[src/design/pdpm_pkg.sv]
// Shared types and constants for the peer discovery poll master.
// No dependencies; imported by the controller, the datapath and the register block.
`default_nettype none
package pdpm_pkg;

	// item mode codes
	localparam logic [1:0] MODE_TICK = 2'd0;
	localparam logic [1:0] MODE_DISC = 2'd1;
	localparam logic [1:0] MODE_POLL = 2'd2;

	// register reset values
	localparam logic [15:0] RST_DISCOVER_INTERVAL = 16'd10000;
	localparam logic [15:0] RST_DISCOVER_WINDOW   = 16'd2000;
	localparam logic [15:0] RST_POLL_INTERVAL     = 16'd1000;
	localparam logic [15:0] RST_POLL_TIMEOUT      = 16'd200;
	localparam logic [15:0] RST_STALE_LIMIT       = 16'd60000;
	localparam logic [15:0] RST_PUBLISH_INTERVAL  = 16'd2000;

	// configuration registers
	typedef struct packed {
		logic [15:0] discover_interval;
		logic [15:0] discover_window;
		logic [15:0] poll_interval;
		logic [15:0] poll_timeout;
		logic [15:0] stale_limit;
		logic [15:0] publish_interval;
	} cfg_t;

	// controller to datapath
	typedef struct packed {
		logic load;       // latch item, clear index, advance time on a tick
		logic idx_inc;    // next table entry
		logic idx_cursor; // index from poll cursor
		logic stale_chk;  // stale test of entry at index
		logic seq;        // one sequencer step
		logic resp;       // apply a response at index
		logic nop;        // empty result for an unused mode
	} cmd_t;

	// datapath to controller
	typedef struct packed {
		logic idx_lt_fill;  // index points at a filled entry
		logic act_at_idx;   // entry at index is active
		logic mac_match;    // read MAC equals item MAC
		logic need_search;  // sequencer is picking the next peer
		logic need_mac;     // sequencer is about to send a poll
	} stat_t;

endpackage
`default_nettype wire

[src/design/pdpm_cfg.sv]
// APB register block holding the six timing registers.
// Depends on pdpm_pkg.
`default_nettype none
module pdpm_cfg (
	input  wire logic         clk,
	input  wire logic         arst_n,
	input  wire logic         psel,
	input  wire logic         penable,
	input  wire logic         pwrite,
	input  wire logic [4:0]   paddr,
	input  wire logic [31:0]  pwdata,
	output logic [31:0]       prdata,
	output logic              pready,
	output pdpm_pkg::cfg_t    cfg
);
	import pdpm_pkg::*;

	localparam logic [2:0] REG_DISC_INT = 3'd0;
	localparam logic [2:0] REG_DISC_WIN = 3'd1;
	localparam logic [2:0] REG_POLL_INT = 3'd2;
	localparam logic [2:0] REG_POLL_TO  = 3'd3;
	localparam logic [2:0] REG_STALE    = 3'd4;
	localparam logic [2:0] REG_PUB_INT  = 3'd5;

	cfg_t cfg_q;
	logic wr_en;
	logic [2:0] reg_idx;

	assign pready  = 1'b1;
	assign wr_en   = psel & penable & pwrite;
	assign reg_idx = paddr[4:2];
	assign cfg     = cfg_q;

	// register writes
	always_ff @(posedge clk or negedge arst_n) begin
		if (!arst_n) begin
			cfg_q.discover_interval <= RST_DISCOVER_INTERVAL;
			cfg_q.discover_window   <= RST_DISCOVER_WINDOW;
			cfg_q.poll_interval     <= RST_POLL_INTERVAL;
			cfg_q.poll_timeout      <= RST_POLL_TIMEOUT;
			cfg_q.stale_limit       <= RST_STALE_LIMIT;
			cfg_q.publish_interval  <= RST_PUBLISH_INTERVAL;
		end else if (wr_en) begin
			case (reg_idx)
				REG_DISC_INT: cfg_q.discover_interval <= pwdata[15:0];
				REG_DISC_WIN: cfg_q.discover_window   <= pwdata[15:0];
				REG_POLL_INT: cfg_q.poll_interval     <= pwdata[15:0];
				REG_POLL_TO:  cfg_q.poll_timeout      <= pwdata[15:0];
				REG_STALE:    cfg_q.stale_limit       <= pwdata[15:0];
				REG_PUB_INT:  cfg_q.publish_interval  <= pwdata[15:0];
				default: ;
			endcase
		end
	end

	// read mux
	always_comb begin
		case (reg_idx)
			REG_DISC_INT: prdata = {16'd0, cfg_q.discover_interval};
			REG_DISC_WIN: prdata = {16'd0, cfg_q.discover_window};
			REG_POLL_INT: prdata = {16'd0, cfg_q.poll_interval};
			REG_POLL_TO:  prdata = {16'd0, cfg_q.poll_timeout};
			REG_STALE:    prdata = {16'd0, cfg_q.stale_limit};
			REG_PUB_INT:  prdata = {16'd0, cfg_q.publish_interval};
			default:      prdata = 32'd0;
		endcase
	end
endmodule
`default_nettype wire

[src/design/pdpm_ctrl.sv]
// Controller state machine: walks the peer table one entry at a time
// and tells the datapath when to test, step or update. Depends on pdpm_pkg.
`default_nettype none
module pdpm_ctrl (
	input  wire logic           clk,
	input  wire logic           arst_n,
	input  wire logic           start,
	input  wire logic [1:0]     mode,
	input  pdpm_pkg::stat_t     stat,
	output logic                busy,
	output logic                done,
	output pdpm_pkg::cmd_t      cmd
);
	import pdpm_pkg::*;

	localparam logic [3:0] ST_IDLE  = 4'd0;
	localparam logic [3:0] ST_T_RD  = 4'd1;
	localparam logic [3:0] ST_T_CHK = 4'd2;
	localparam logic [3:0] ST_STEP  = 4'd3;
	localparam logic [3:0] ST_N_SCAN = 4'd4;
	localparam logic [3:0] ST_M_RD  = 4'd5;
	localparam logic [3:0] ST_M_CHK = 4'd6;
	localparam logic [3:0] ST_L_RD  = 4'd7;
	localparam logic [3:0] ST_L_CHK = 4'd8;
	localparam logic [3:0] ST_EMIT  = 4'd9;

	logic [3:0] state_q, state_d;

	assign busy = (state_q != ST_IDLE);
	assign done = (state_q == ST_EMIT);

	// next state and commands
	always_comb begin
		state_d = state_q;
		cmd     = '0;
		case (state_q)
			ST_IDLE: begin
				if (start) begin
					cmd.load = 1'b1;
					if (mode == MODE_TICK) begin
						state_d = ST_T_RD;
					end else if (mode == MODE_DISC || mode == MODE_POLL) begin
						state_d = ST_L_RD;
					end else begin
						cmd.nop = 1'b1;
						state_d = ST_EMIT;
					end
				end
			end
			// stale sweep: memory read settles, then test
			ST_T_RD: begin
				state_d = stat.idx_lt_fill ? ST_T_CHK : ST_STEP;
			end
			ST_T_CHK: begin
				cmd.stale_chk = 1'b1;
				cmd.idx_inc   = 1'b1;
				state_d       = ST_T_RD;
			end
			ST_STEP: begin
				if (stat.need_search) begin
					cmd.idx_cursor = 1'b1;
					state_d        = ST_N_SCAN;
				end else if (stat.need_mac) begin
					cmd.idx_cursor = 1'b1;
					state_d        = ST_M_RD;
				end else begin
					cmd.seq = 1'b1;
					state_d = ST_EMIT;
				end
			end
			// search for the next active peer
			ST_N_SCAN: begin
				if (stat.idx_lt_fill && !stat.act_at_idx) begin
					cmd.idx_inc = 1'b1;
				end else begin
					cmd.seq = 1'b1;
					state_d = ST_EMIT;
				end
			end
			ST_M_RD: begin
				state_d = ST_M_CHK;
			end
			ST_M_CHK: begin
				cmd.seq = 1'b1;
				state_d = ST_EMIT;
			end
			// MAC lookup
			ST_L_RD: begin
				if (stat.idx_lt_fill) begin
					state_d = ST_L_CHK;
				end else begin
					cmd.resp = 1'b1;
					state_d  = ST_EMIT;
				end
			end
			ST_L_CHK: begin
				if (stat.mac_match) begin
					cmd.resp = 1'b1;
					state_d  = ST_EMIT;
				end else begin
					cmd.idx_inc = 1'b1;
					state_d     = ST_L_RD;
				end
			end
			ST_EMIT: begin
				state_d = ST_IDLE;
			end
			default: begin
				state_d = ST_IDLE;
			end
		endcase
	end

	// state register
	always_ff @(posedge clk or negedge arst_n) begin
		if (!arst_n) begin
			state_q <= ST_IDLE;
		end else begin
			state_q <= state_d;
		end
	end
endmodule
`default_nettype wire

[src/design/pdpm_dp.sv]
// Datapath: peer table memories, active flags, clock and stamps, sequencer
// phase and the result registers. Depends on pdpm_pkg.
`default_nettype none
module pdpm_dp #(
	parameter int PEER_SLOTS = 16,
	localparam int IW = $clog2(PEER_SLOTS + 1),
	localparam int AW = (PEER_SLOTS > 1) ? $clog2(PEER_SLOTS) : 1
) (
	input  wire logic           clk,
	input  wire logic           arst_n,
	input  pdpm_pkg::cfg_t      cfg,
	input  pdpm_pkg::cmd_t      cmd,
	input  wire logic [1:0]     mode,
	input  wire logic [47:0]    src_mac,
	input  wire logic [7:0]     node_id,
	output pdpm_pkg::stat_t     stat,
	output logic [1:0]          action,
	output logic [IW-1:0]       peer_index,
	output logic [47:0]         peer_mac,
	output logic                table_full,
	output logic [IW-1:0]       active_count,
	output logic [IW-1:0]       entry_count
);
	import pdpm_pkg::*;

	localparam logic [2:0] PH_DISCOVER = 3'd0;
	localparam logic [2:0] PH_DWAIT    = 3'd1;
	localparam logic [2:0] PH_PNEXT    = 3'd2;
	localparam logic [2:0] PH_PSEND    = 3'd3;
	localparam logic [2:0] PH_PWAIT    = 3'd4;
	localparam logic [2:0] PH_IDLE     = 3'd5;

	localparam logic [1:0] ACT_NONE    = 2'd0;
	localparam logic [1:0] ACT_DISC    = 2'd1;
	localparam logic [1:0] ACT_POLL    = 2'd2;
	localparam logic [1:0] ACT_PUBLISH = 2'd3;

	localparam logic [IW-1:0] NONE_IDX = IW'(PEER_SLOTS);
	localparam logic [IW-1:0] ONE_IDX  = IW'(1);

	// table memories
	logic [47:0] mac_mem  [PEER_SLOTS];
	logic [7:0]  node_mem [PEER_SLOTS];
	logic [31:0] seen_mem [PEER_SLOTS];
	logic [47:0] rd_mac_q;
	logic [31:0] rd_seen_q;

	logic [PEER_SLOTS-1:0] act_q;
	logic [IW-1:0] act_cnt_q, filled_q, idx_q, cursor_q;
	logic [2:0]  phase_q;
	logic [31:0] now_q, ph_stamp_q, disc_stamp_q, cyc_stamp_q, pub_stamp_q;
	logic [1:0]  mode_q;
	logic [47:0] mac_q;
	logic [7:0]  node_q;
	logic [1:0]  action_q;
	logic [IW-1:0] pidx_q;
	logic [47:0] pmac_q;
	logic        full_q;

	logic [AW-1:0] addr;
	logic found, stale_hit, exp_dwin, exp_ptmo, exp_dint, exp_pint, exp_pub, resp_full;

	assign addr = idx_q[AW-1:0];

	assign stat.idx_lt_fill = (idx_q < filled_q);
	assign stat.act_at_idx  = act_q[addr];
	assign stat.mac_match   = (rd_mac_q == mac_q);
	assign stat.need_search = (phase_q == PH_PNEXT);
	assign stat.need_mac    = (phase_q == PH_PSEND);

	assign found     = stat.idx_lt_fill & stat.act_at_idx;
	assign stale_hit = act_q[addr] & ((now_q - rd_seen_q) > {16'd0, cfg.stale_limit});
	assign resp_full = !stat.idx_lt_fill && (filled_q >= NONE_IDX);

	// timer expiry tests
	assign exp_dwin = (now_q - ph_stamp_q)   >= {16'd0, cfg.discover_window};
	assign exp_ptmo = (now_q - ph_stamp_q)   >= {16'd0, cfg.poll_timeout};
	assign exp_dint = (now_q - disc_stamp_q) >= {16'd0, cfg.discover_interval};
	assign exp_pint = (now_q - cyc_stamp_q)  >= {16'd0, cfg.poll_interval};
	assign exp_pub  = (now_q - pub_stamp_q)  >= {16'd0, cfg.publish_interval};

	assign action       = action_q;
	assign peer_index   = pidx_q;
	assign peer_mac     = pmac_q;
	assign table_full   = full_q;
	assign active_count = act_cnt_q;
	assign entry_count  = filled_q;

	// memory write and registered read
	always_ff @(posedge clk) begin
		rd_mac_q  <= mac_mem[addr];
		rd_seen_q <= seen_mem[addr];
		if (cmd.resp && !resp_full) begin
			mac_mem[addr]  <= mac_q;
			seen_mem[addr] <= now_q;
			if (mode_q == MODE_DISC || !stat.idx_lt_fill) begin
				node_mem[addr] <= node_q;
			end
		end
	end

	// item latch
	always_ff @(posedge clk) begin
		if (cmd.load) begin
			mode_q <= mode;
			mac_q  <= src_mac;
			node_q <= node_id;
		end
	end

	// control state and sequencer
	always_ff @(posedge clk or negedge arst_n) begin
		if (!arst_n) begin
			act_q        <= '0;
			act_cnt_q    <= '0;
			filled_q     <= '0;
			idx_q        <= '0;
			cursor_q     <= '0;
			phase_q      <= PH_DISCOVER;
			now_q        <= '0;
			ph_stamp_q   <= '0;
			disc_stamp_q <= '0;
			cyc_stamp_q  <= '0;
			pub_stamp_q  <= '0;
			action_q     <= ACT_NONE;
			pidx_q       <= NONE_IDX;
			pmac_q       <= '0;
			full_q       <= 1'b0;
		end else begin
			if (cmd.load) begin
				idx_q <= '0;
				if (mode == MODE_TICK) begin
					now_q <= now_q + 32'd1;
				end
			end
			if (cmd.idx_inc) begin
				idx_q <= idx_q + ONE_IDX;
			end
			if (cmd.idx_cursor) begin
				idx_q <= cursor_q;
			end
			if (cmd.nop) begin
				action_q <= ACT_NONE;
				pidx_q   <= NONE_IDX;
				pmac_q   <= '0;
				full_q   <= 1'b0;
			end
			// stale test of one entry
			if (cmd.stale_chk && stale_hit) begin
				act_q[addr] <= 1'b0;
				act_cnt_q   <= act_cnt_q - ONE_IDX;
			end
			// response: update found entry or append, or flag a full table
			if (cmd.resp) begin
				action_q <= ACT_NONE;
				pmac_q   <= '0;
				full_q   <= resp_full;
				pidx_q   <= resp_full ? NONE_IDX : idx_q;
				if (!resp_full) begin
					act_q[addr] <= 1'b1;
					if (!stat.idx_lt_fill) begin
						filled_q  <= filled_q + ONE_IDX;
						act_cnt_q <= act_cnt_q + ONE_IDX;
					end else if (!act_q[addr]) begin
						act_cnt_q <= act_cnt_q + ONE_IDX;
					end
				end
			end
			// sequencer step
			if (cmd.seq) begin
				action_q <= ACT_NONE;
				pidx_q   <= NONE_IDX;
				pmac_q   <= '0;
				full_q   <= 1'b0;
				case (phase_q)
					PH_DISCOVER: begin
						action_q     <= ACT_DISC;
						ph_stamp_q   <= now_q;
						disc_stamp_q <= now_q;
						phase_q      <= PH_DWAIT;
					end
					PH_DWAIT: begin
						if (exp_dwin) begin
							action_q    <= ACT_PUBLISH;
							pub_stamp_q <= now_q;
							cyc_stamp_q <= now_q;
							cursor_q    <= '0;
							phase_q     <= PH_IDLE;
						end
					end
					PH_PNEXT: begin
						if (found) begin
							cursor_q <= idx_q;
							phase_q  <= PH_PSEND;
						end else begin
							action_q    <= ACT_PUBLISH;
							pub_stamp_q <= now_q;
							phase_q     <= PH_IDLE;
						end
					end
					PH_PSEND: begin
						if (cursor_q < NONE_IDX) begin
							action_q <= ACT_POLL;
							pidx_q   <= cursor_q;
							pmac_q   <= rd_mac_q;
						end
						ph_stamp_q <= now_q;
						phase_q    <= PH_PWAIT;
					end
					PH_PWAIT: begin
						if (exp_ptmo) begin
							if (cursor_q < NONE_IDX) begin
								cursor_q <= cursor_q + ONE_IDX;
							end
							phase_q <= PH_PNEXT;
						end
					end
					PH_IDLE: begin
						if (exp_dint) begin
							phase_q <= PH_DISCOVER;
						end else if (exp_pint) begin
							cyc_stamp_q <= now_q;
							cursor_q    <= '0;
							phase_q     <= PH_PNEXT;
						end else if (exp_pub) begin
							action_q    <= ACT_PUBLISH;
							pub_stamp_q <= now_q;
						end
					end
					default: begin
						phase_q <= PH_DISCOVER;
					end
				endcase
			end
		end
	end
endmodule
`default_nettype wire

[src/design/peer_discovery_poll_master_top.sv]
// Top level of the peer discovery poll master: register block, controller
// and datapath. Depends on pdpm_pkg, pdpm_cfg, pdpm_ctrl and pdpm_dp.
//
// Usage:
//   An item (mode, src_mac, node_id) is taken when start is high and busy
//   is low. Mode 0 is a millisecond tick, 1 a discovery response, 2 a poll
//   response. Exactly one result per item appears on the result ports for
//   one cycle, marked by done; the receiver cannot stall it.
//   The peer table sits in single-port memories with registered reads and
//   is walked one entry at a time. A tick runs the stale sweep and a
//   sequencer step, plus where needed a search for the next peer or a
//   read of the MAC to poll; a response walks the table for a matching
//   MAC, else appends or reports a full table. Busy stays high until done.
//   The user writes the timing registers over the APB port only while
//   busy is low; the block itself does not enforce it.
//   Reset clears the table fill count, active flags, time and stamps and
//   puts the sequencer in its discovery phase; registers take defaults.
`default_nettype none
module peer_discovery_poll_master_top #(
	parameter int PEER_SLOTS = 16,
	localparam int IW = $clog2(PEER_SLOTS + 1)
) (
	input  wire logic          clk,
	input  wire logic          arst_n,
	input  wire logic          psel,
	input  wire logic          penable,
	input  wire logic          pwrite,
	input  wire logic [4:0]    paddr,
	input  wire logic [31:0]   pwdata,
	output logic [31:0]        prdata,
	output logic               pready,
	input  wire logic          start,
	output logic               busy,
	input  wire logic [1:0]    mode,
	input  wire logic [47:0]   src_mac,
	input  wire logic [7:0]    node_id,
	output logic               done,
	output logic [1:0]         action,
	output logic [IW-1:0]      peer_index,
	output logic [47:0]        peer_mac,
	output logic               table_full,
	output logic [IW-1:0]      active_count,
	output logic [IW-1:0]      entry_count
);
	import pdpm_pkg::*;

	cfg_t  cfg;
	cmd_t  cmd;
	stat_t stat;

	pdpm_cfg u_cfg (
		.clk     (clk),
		.arst_n  (arst_n),
		.psel    (psel),
		.penable (penable),
		.pwrite  (pwrite),
		.paddr   (paddr),
		.pwdata  (pwdata),
		.prdata  (prdata),
		.pready  (pready),
		.cfg     (cfg)
	);

	pdpm_ctrl u_ctrl (
		.clk    (clk),
		.arst_n (arst_n),
		.start  (start),
		.mode   (mode),
		.stat   (stat),
		.busy   (busy),
		.done   (done),
		.cmd    (cmd)
	);

	pdpm_dp #(.PEER_SLOTS(PEER_SLOTS)) u_dp (
		.clk          (clk),
		.arst_n       (arst_n),
		.cfg          (cfg),
		.cmd          (cmd),
		.mode         (mode),
		.src_mac      (src_mac),
		.node_id      (node_id),
		.stat         (stat),
		.action       (action),
		.peer_index   (peer_index),
		.peer_mac     (peer_mac),
		.table_full   (table_full),
		.active_count (active_count),
		.entry_count  (entry_count)
	);
endmodule
`default_nettype wire

[config.mk]
export PLATFORM = sky130hd
export DESIGN_NAME = peer_discovery_poll_master_top
export DESIGN_NICKNAME = d
export VERILOG_FILES = /design/src/design/pdpm_pkg.sv /design/src/design/pdpm_cfg.sv /design/src/design/pdpm_ctrl.sv /design/src/design/pdpm_dp.sv /design/src/design/peer_discovery_poll_master_top.sv
export SDC_FILE = /design/constraint.sdc
export NUM_CORES = 2
export LEC_CHECK = 0
export BUFFER_PORTS_ARGS = -buffer_cell sky130_fd_sc_hd__buf_2
export CORE_MARGIN = 2
export CORE_UTILIZATION = 45
export DETAILED_ROUTE_END_ITERATION = 16
export SYNTH_ARGS = -nofsm -noshare
export SYNTH_HDL_FRONTEND = slang
export SYNTH_HIERARCHICAL = 1
export SYNTH_SLANG_ARGS = --single-unit
[constraint.sdc]
create_clock -name clk -period 6.01 [get_ports clk]
set_input_delay 0.601 -clock clk [delete_from_list [all_inputs] [get_ports clk]]
set_output_delay 0.601 -clock clk [all_outputs]
set_load 0.02 [all_outputs]
---- Word level (Yosys, flattened, before mapping) ----
Memory sizes are Yosys's and may differ from the RTL's. A register that Yosys moved wholly into a read port is not among the register bits.
Cells that the tools add are included.
W data, S select, Z words.
cells by class
  $add $sub $neg .......................... 11
  multiply operators ...................... 0
  div/mod/pow operators ................... 0
  order comparisons ....................... 11
  equal/unequal tests ..................... 34
  shifts and indexed selects .............. 0
  mux-type cells .......................... 94
  bitwise gates (word level) .............. 9
  reduce and logical (&&, ||, !) cells .... 35
operators with widths
  operator                 count
  $mux W48                 5
  $mux W32                 7
  $ge A32 B16 Y1           5
  $sub A32 B32 Y32         5
  $mux W5                  20
  $pmux W16 S6             1
  $pmux W32 S3             1
  $pmux W32 S2             1
  $eq A48 B48 Y1           1
  $mux W16                 3
  $pmux W4 S9              1
  $add A32 B1 Y32 const B  1
  $gt A32 B16 Y1           1
  $mux W4                  7
  $mux W1                  26
  $add A5 B1 Y5 const B    4
  $pmux W5 S4              1
  $reduce_and A2 Y1        10
  $mux W2                  9
  $pmux W3 S6              1
  $and A16 B16 Y16         1
  $eq A4 B3 Y1 const B     4
  $not A16 Y16             1
  $or A16 B16 Y16          1
  other kinds (40)         77
word-level totals
  bits in registers ....................... 403
  bits in latches ......................... 0
  RAM bits ................................ 1280
  memory bits (read-only) ................. 0
  input port bits ......................... 101
  word-level logic and storage cells ...... 219
  memories kept ........................... 2
memory list
  name           words  width  rd ports  clocked after Yosys merged registers in  wr ports  RTL line       source
  u_dp.mac_mem   16     48     1         1                                        1         pdpm_dp.sv:42  logic [47:0] mac_mem [PEER_SLOTS];
  u_dp.seen_mem  16     32     1         1                                        1         pdpm_dp.sv:44  logic [31:0] seen_mem [PEER_SLOTS];

---- Logic depth before layout (Yosys ltp) ----
  depth after elaboration ................. 10
  depth in mapped cells ................... 25

---- Cells and area by module ----
The synthesis kept the hierarchy.
modules (own cells, without submodules)
  module     instances  cells each  area an instance (µm²)
  pdpm_dp    1          4661        74063.5
  pdpm_cfg   1          335         4644.5
  pdpm_ctrl  1          59          449.2

---- Least setup slack after synthesis ----
Ideal clock, no wire load.
  path type ............................... flip-flop to flip-flop
  start point ............................. reg u_dp.idx_q[0]
  end point ............................... mem u_dp.mac_mem[10][0] (enable)
  library setup time ...................... 0.519 ns
  arrival time ............................ 5.558 ns
  required time ........................... 5.491 ns
  setup slack ............................. -0.067 ns
  cell stages (with the launch flop) ...... 10
  buffers on the path ..................... 2
  clock period less this slack ............ 6.077 ns
  cells stage by stage .................... dfrtp_1 -> clkbuf_1 -> clkbuf_1 -> nand2b_1 -> a211oi_1 -> o31a_1 -> o21ai_0 -> and2_1 -> nand2_1 -> nor2_1
RTL lines
  what                    RTL line        source
  start, declared         pdpm_dp.sv:49   logic [IW-1:0] act_cnt_q, filled_q, idx_q, cursor_q;
  start signal, assigned  pdpm_dp.sv:137  idx_q <= idx_q + ONE_IDX;
  start signal, assigned  pdpm_dp.sv:140  idx_q <= cursor_q;
  end, declared           pdpm_dp.sv:42

---- Worst setup path in the final report ----
  start point ............................. reg u_dp.now_q[0]
  end point ............................... reg u_dp.cyc_stamp_q[30]
on the way
  longest elaborated chain between the ends .. 4
  elaborated cells between the ends (all ways) .. 10
  those cells by class .................... add/sub (3); order compare (3); eq/ne (3); reduce/logical (1)
ends and longest elaborated chain
  what                                                           RTL line                                     source
  start, declared                                                pdpm_dp.sv:51                                logic [31:0] now_q, ph_stamp_q, disc_stamp_q, cyc_stamp_q, pub_stamp_q;
  start signal, assigned                                         pdpm_dp.sv:133                               now_q <= now_q + 32'd1;
  $sub A32 B32 Y32 (on tied branches)                            pdpm_dp.sv:79, pdpm_dp.sv:76, pdpm_dp.sv:78
  $ge A32 B16 Y1 (on tied branches)                              pdpm_dp.sv:79, pdpm_dp.sv:76, pdpm_dp.sv:78
  $ne A2 B1 Y1 (no source line) or $ne A2 B2 Y1 (tied branches)  n/a
  $reduce_and A5 Y1 (no source line) (*)                         n/a
  end signal, assigned                                           pdpm_dp.sv:186                               cyc_stamp_q <= now_q;
  end signal, assigned                                           pdpm_dp.sv:222                               cyc_stamp_q <= now_q;
  end, declared                                                  pdpm_dp.sv:51
Mark *: on every way between the ends. The rest lies on a longest branch, timed or not.
A chain may end at the register's enable or synchronous reset.

==> flow_metrics.tcl <==
set metrics [dict create \
    synth_compound_gate_area_share 0.0706 \
    core_mm2 0.174 \
    p_leak_uw 0.0350 \
    yosys.area_share.simple 0.0506 \
    grt_pass1_vias 46914 \
    port_buffers 158 \
    die_w_um 423 \
    wl_per_cell_um 25.8 \
    finalCoreUtilization 0.523 \
    setup_viol 0 \
    synthFlopType "edfxtp_1" \
    cp_slowest_cell "fa_1" \
    end_kind "flop" \
    synth_area_mm2 0.0792 \
    n_fill_cell 14191 \
    synth_top_family_by_area "multiplexers" \
    die_h_um 423 \
    cts_setup_buffers 0 \
    ys_async_sr_fraction 0.201 \
    grt_max_degree 136 \
    cts_root_buffer "clkbuf_16" \
    instances_no_fill 7930 \
    synth_xor_area_frac 0.0205 \
    grtUsageTotal 0.227 \
    power_density_mw_per_mm2 431 \
    worst_slew_pin_slew_ns 1.04 \
    synthCells 5055 \
    crit_family "compound AO/OA/AOI/OAI gates" \
    avgSynthCellArea_um2 15.7 \
    design_area_mm2 0.0912 \
    slew_violations 0 \
    drt_iter0_markers 4005 \
    wirelength_um 205000 \
    synthToLayoutAreaGrowth_pct 15.2 \
    antenna_found_initial 6 \
    path_clk_slew_ns 0.06 \
    drtAntennaViolNets 0 \
    slew_headroom 0.301 \
    synth_seq_cells 1763 \
    path_buf_inv 6 \
    cts-htree-levels 4 \
    dpl_cell_area_mm2 0.0846 \
    drcViolationCount 0 \
    max-cap-violations 0 \
    cts_max_path_buffers 3 \
    via_per_inst 5.81 \
    dieArea_mm2 0.179 \
    period_share 0.945 \
    yosys.area.top_type "edfxtp_1" \
    nets 5816 \
    synth_fa_ha_area_frac 0.0432 \
    cts_tree "yes" \
    insertion_delay_ns 0.84 \
    vias 46104 \
    status "completed" \
    final-hold-violation-count 0 \
    start_util 0.454 \
    min_period_ns 5.68 \
    hp-class "in -> reg" \
    finalSetupTns_ns 0 \
    synth_common_cells "1328 x edfxtp_1, 404 x mux4_2, 321 x dfrtp_1" \
    synth_edf_count 1328 \
    num_rows 153 \
    grt_first_pass_wirelength_um 304000 \
    dp_slack_ns 0.0461 \
    post-dp-hpwl_um 134000 \
    dp.cells 7535 \
    dr.pass1.iters 8 \
    critical_path_required_ns 6.67 \
    clkSinkCount 1763 \
    cts_buffers 183 \
    ios 202 \
    synthTopCellsByArea "edfxtp_1 50%, mux4_2 11%, dfrtp_1 10%, ha_1 4.2%, mux2_2 2.3%" \
    synth_seq_area_share 0.637 \
    cp_max_fo 16 \
    grt_setup_unrepaired "no" \
    place_congestion 0.872 \
    ir_drop_mv 0.303 \
    drive_above_1_share 0.234 \
    synthMuxAreaShare 0.150 \
    synth_cell_types 100 \
    arrival_ns 6.34 \
    cpPeakStageDelay_ns 0.39 \
    yosys_warnings 6 \
    finClkSkew_ns 0.0652 \
    synth_top_area_share 0.504 \
    setup.worst_path.start_class "flop" \
    worst_slack_ns 0.329 \
    timing.fmax_mhz 176 \
    yosysMostFrequentCell "edfxtp_1" \
    worstSetupPathType "reg -> reg" \
    gr-total-overflow 0 \
]
## placed cells by master (no fill, tap or decap), types with 25 or more instances in the layout
master	n
mux4_2	404
mux2i_1	39
o211ai_1	30
nand2_1	218
a21o_1	80
nand3_1	76
or3_1	25
nor3_1	46
dlygate4sd3_1	49
a21oi_1	209
xor2_1	97
inv_1	319
mux2_2	165
a22o_1	51
nand4_1	72
dfstp_2	34
mux2_1	41
clkbuf_8	26
clkbuf_1	56
o21ai_0	184
buf_12	77
edfxtp_1	1328
nor2b_1	35
o21a_1	31
a211oi_1	28
dfxtp_1	80
dfrtp_1	316
buf_4	138
xnor2_1	86
buf_2	157
a31oi_1	27
nand2b_1	35
nor2_1	137
clkinv_1	28
ha_1	264
clkbuf_16	186
## kinds of logic (layout without fill, tap and decap cells)
kind of cell,count (synthesis),count (layout)
AOI/OAI and AO/OA,842,842
xor gates and xnor gates,184,184
adders and majority gates,270,270
buffers and inverters,553,1085
DFF,1763,1763
muxes,652,652
other,2,20
and+or+nand+nor,789,789
## layer usage
layer  global-route usage  wire length (um)  vias up
li1                     -                 -    20493
met1                0.305             86600    24030
met2                0.387            103000     1289
met3               0.0283              9650      292
met4               0.0667              5970        0
met5                    0                 0        -
## worst paths after layout
kind | from | endpoint | slack [ns] | cells past startpoint
min | pwdata[15] | u_cfg/cfg[95] | 0.14 | 2
min in group asynchronous | arst_n | u_dp/disc_stamp_q[26] | 0.39 | 2
min reg2reg | u_dp/rd_mac_q[16] | u_dp/peer_mac[16] | 0.48 | 1
max in group asynchronous | arst_n | u_dp/pub_stamp_q[29] | 4.42 | 3
max reg2reg | u_dp/now_q[0] | u_dp/cyc_stamp_q[30] | 0.33 | 28
max | u_dp/now_q[0] | u_dp/cyc_stamp_q[30] | 0.33 | 28
## layout make-up
cell class                 count  area, um2  share of cell area
clock inverter                75        821             0.00900
inverter                     320       1200              0.0132
timing repair buffer         423       3890              0.0427
sequential                  1763      50400               0.553
multi-input combinational   2754      26700               0.293
tap                         2325       2910              0.0319
antenna                        3       7.51           0.0000823
clock buffer                 267       5200              0.0570
## state kept, by name, indices dropped and copies added (netlist names), 48 cells and up
name,flops
u_dp/mac_q,48
u_dp/peer_mac,48
u_dp/seen_mem,512
u_dp/rd_mac_q,48
u_dp/mac_mem,768
u_cfg/cfg,96
## timing repair
action / 4_1_cts / 5_1_grt
endpoints found under the setup margin: 0 / 87
hold endpoints to repair: 121 / 0
hold buffers: 49 / 0
resized for setup: 0 / 9
## where the power goes
part	internal (uW)	switching, uW
sequential	14100	921
clock	6390	4790
combinational	5810	7270
## worst register-to-register path: cells and delay by family (launching register included)
family / cells / cell delay, ns
xor+xnor: 1 / 0.14
simple gates: 8 / 1.32
flops: 1 / 0.38
compound gates: 9 / 1.56
fa+ha+maj: 3 / 0.88
buf+inv: 6 / 0.92
mux: 1 / 0.35
## stage by stage
stage               hold slack, ns  total power [uW]
detailed placement           0.474             28300
floorplan                    0.305             24000
global placement             0.467             28100
global route                 0.119             41300
finish                       0.144             39300
CTS                         0.0666             39600
Power figures use the tool's default switching activity.
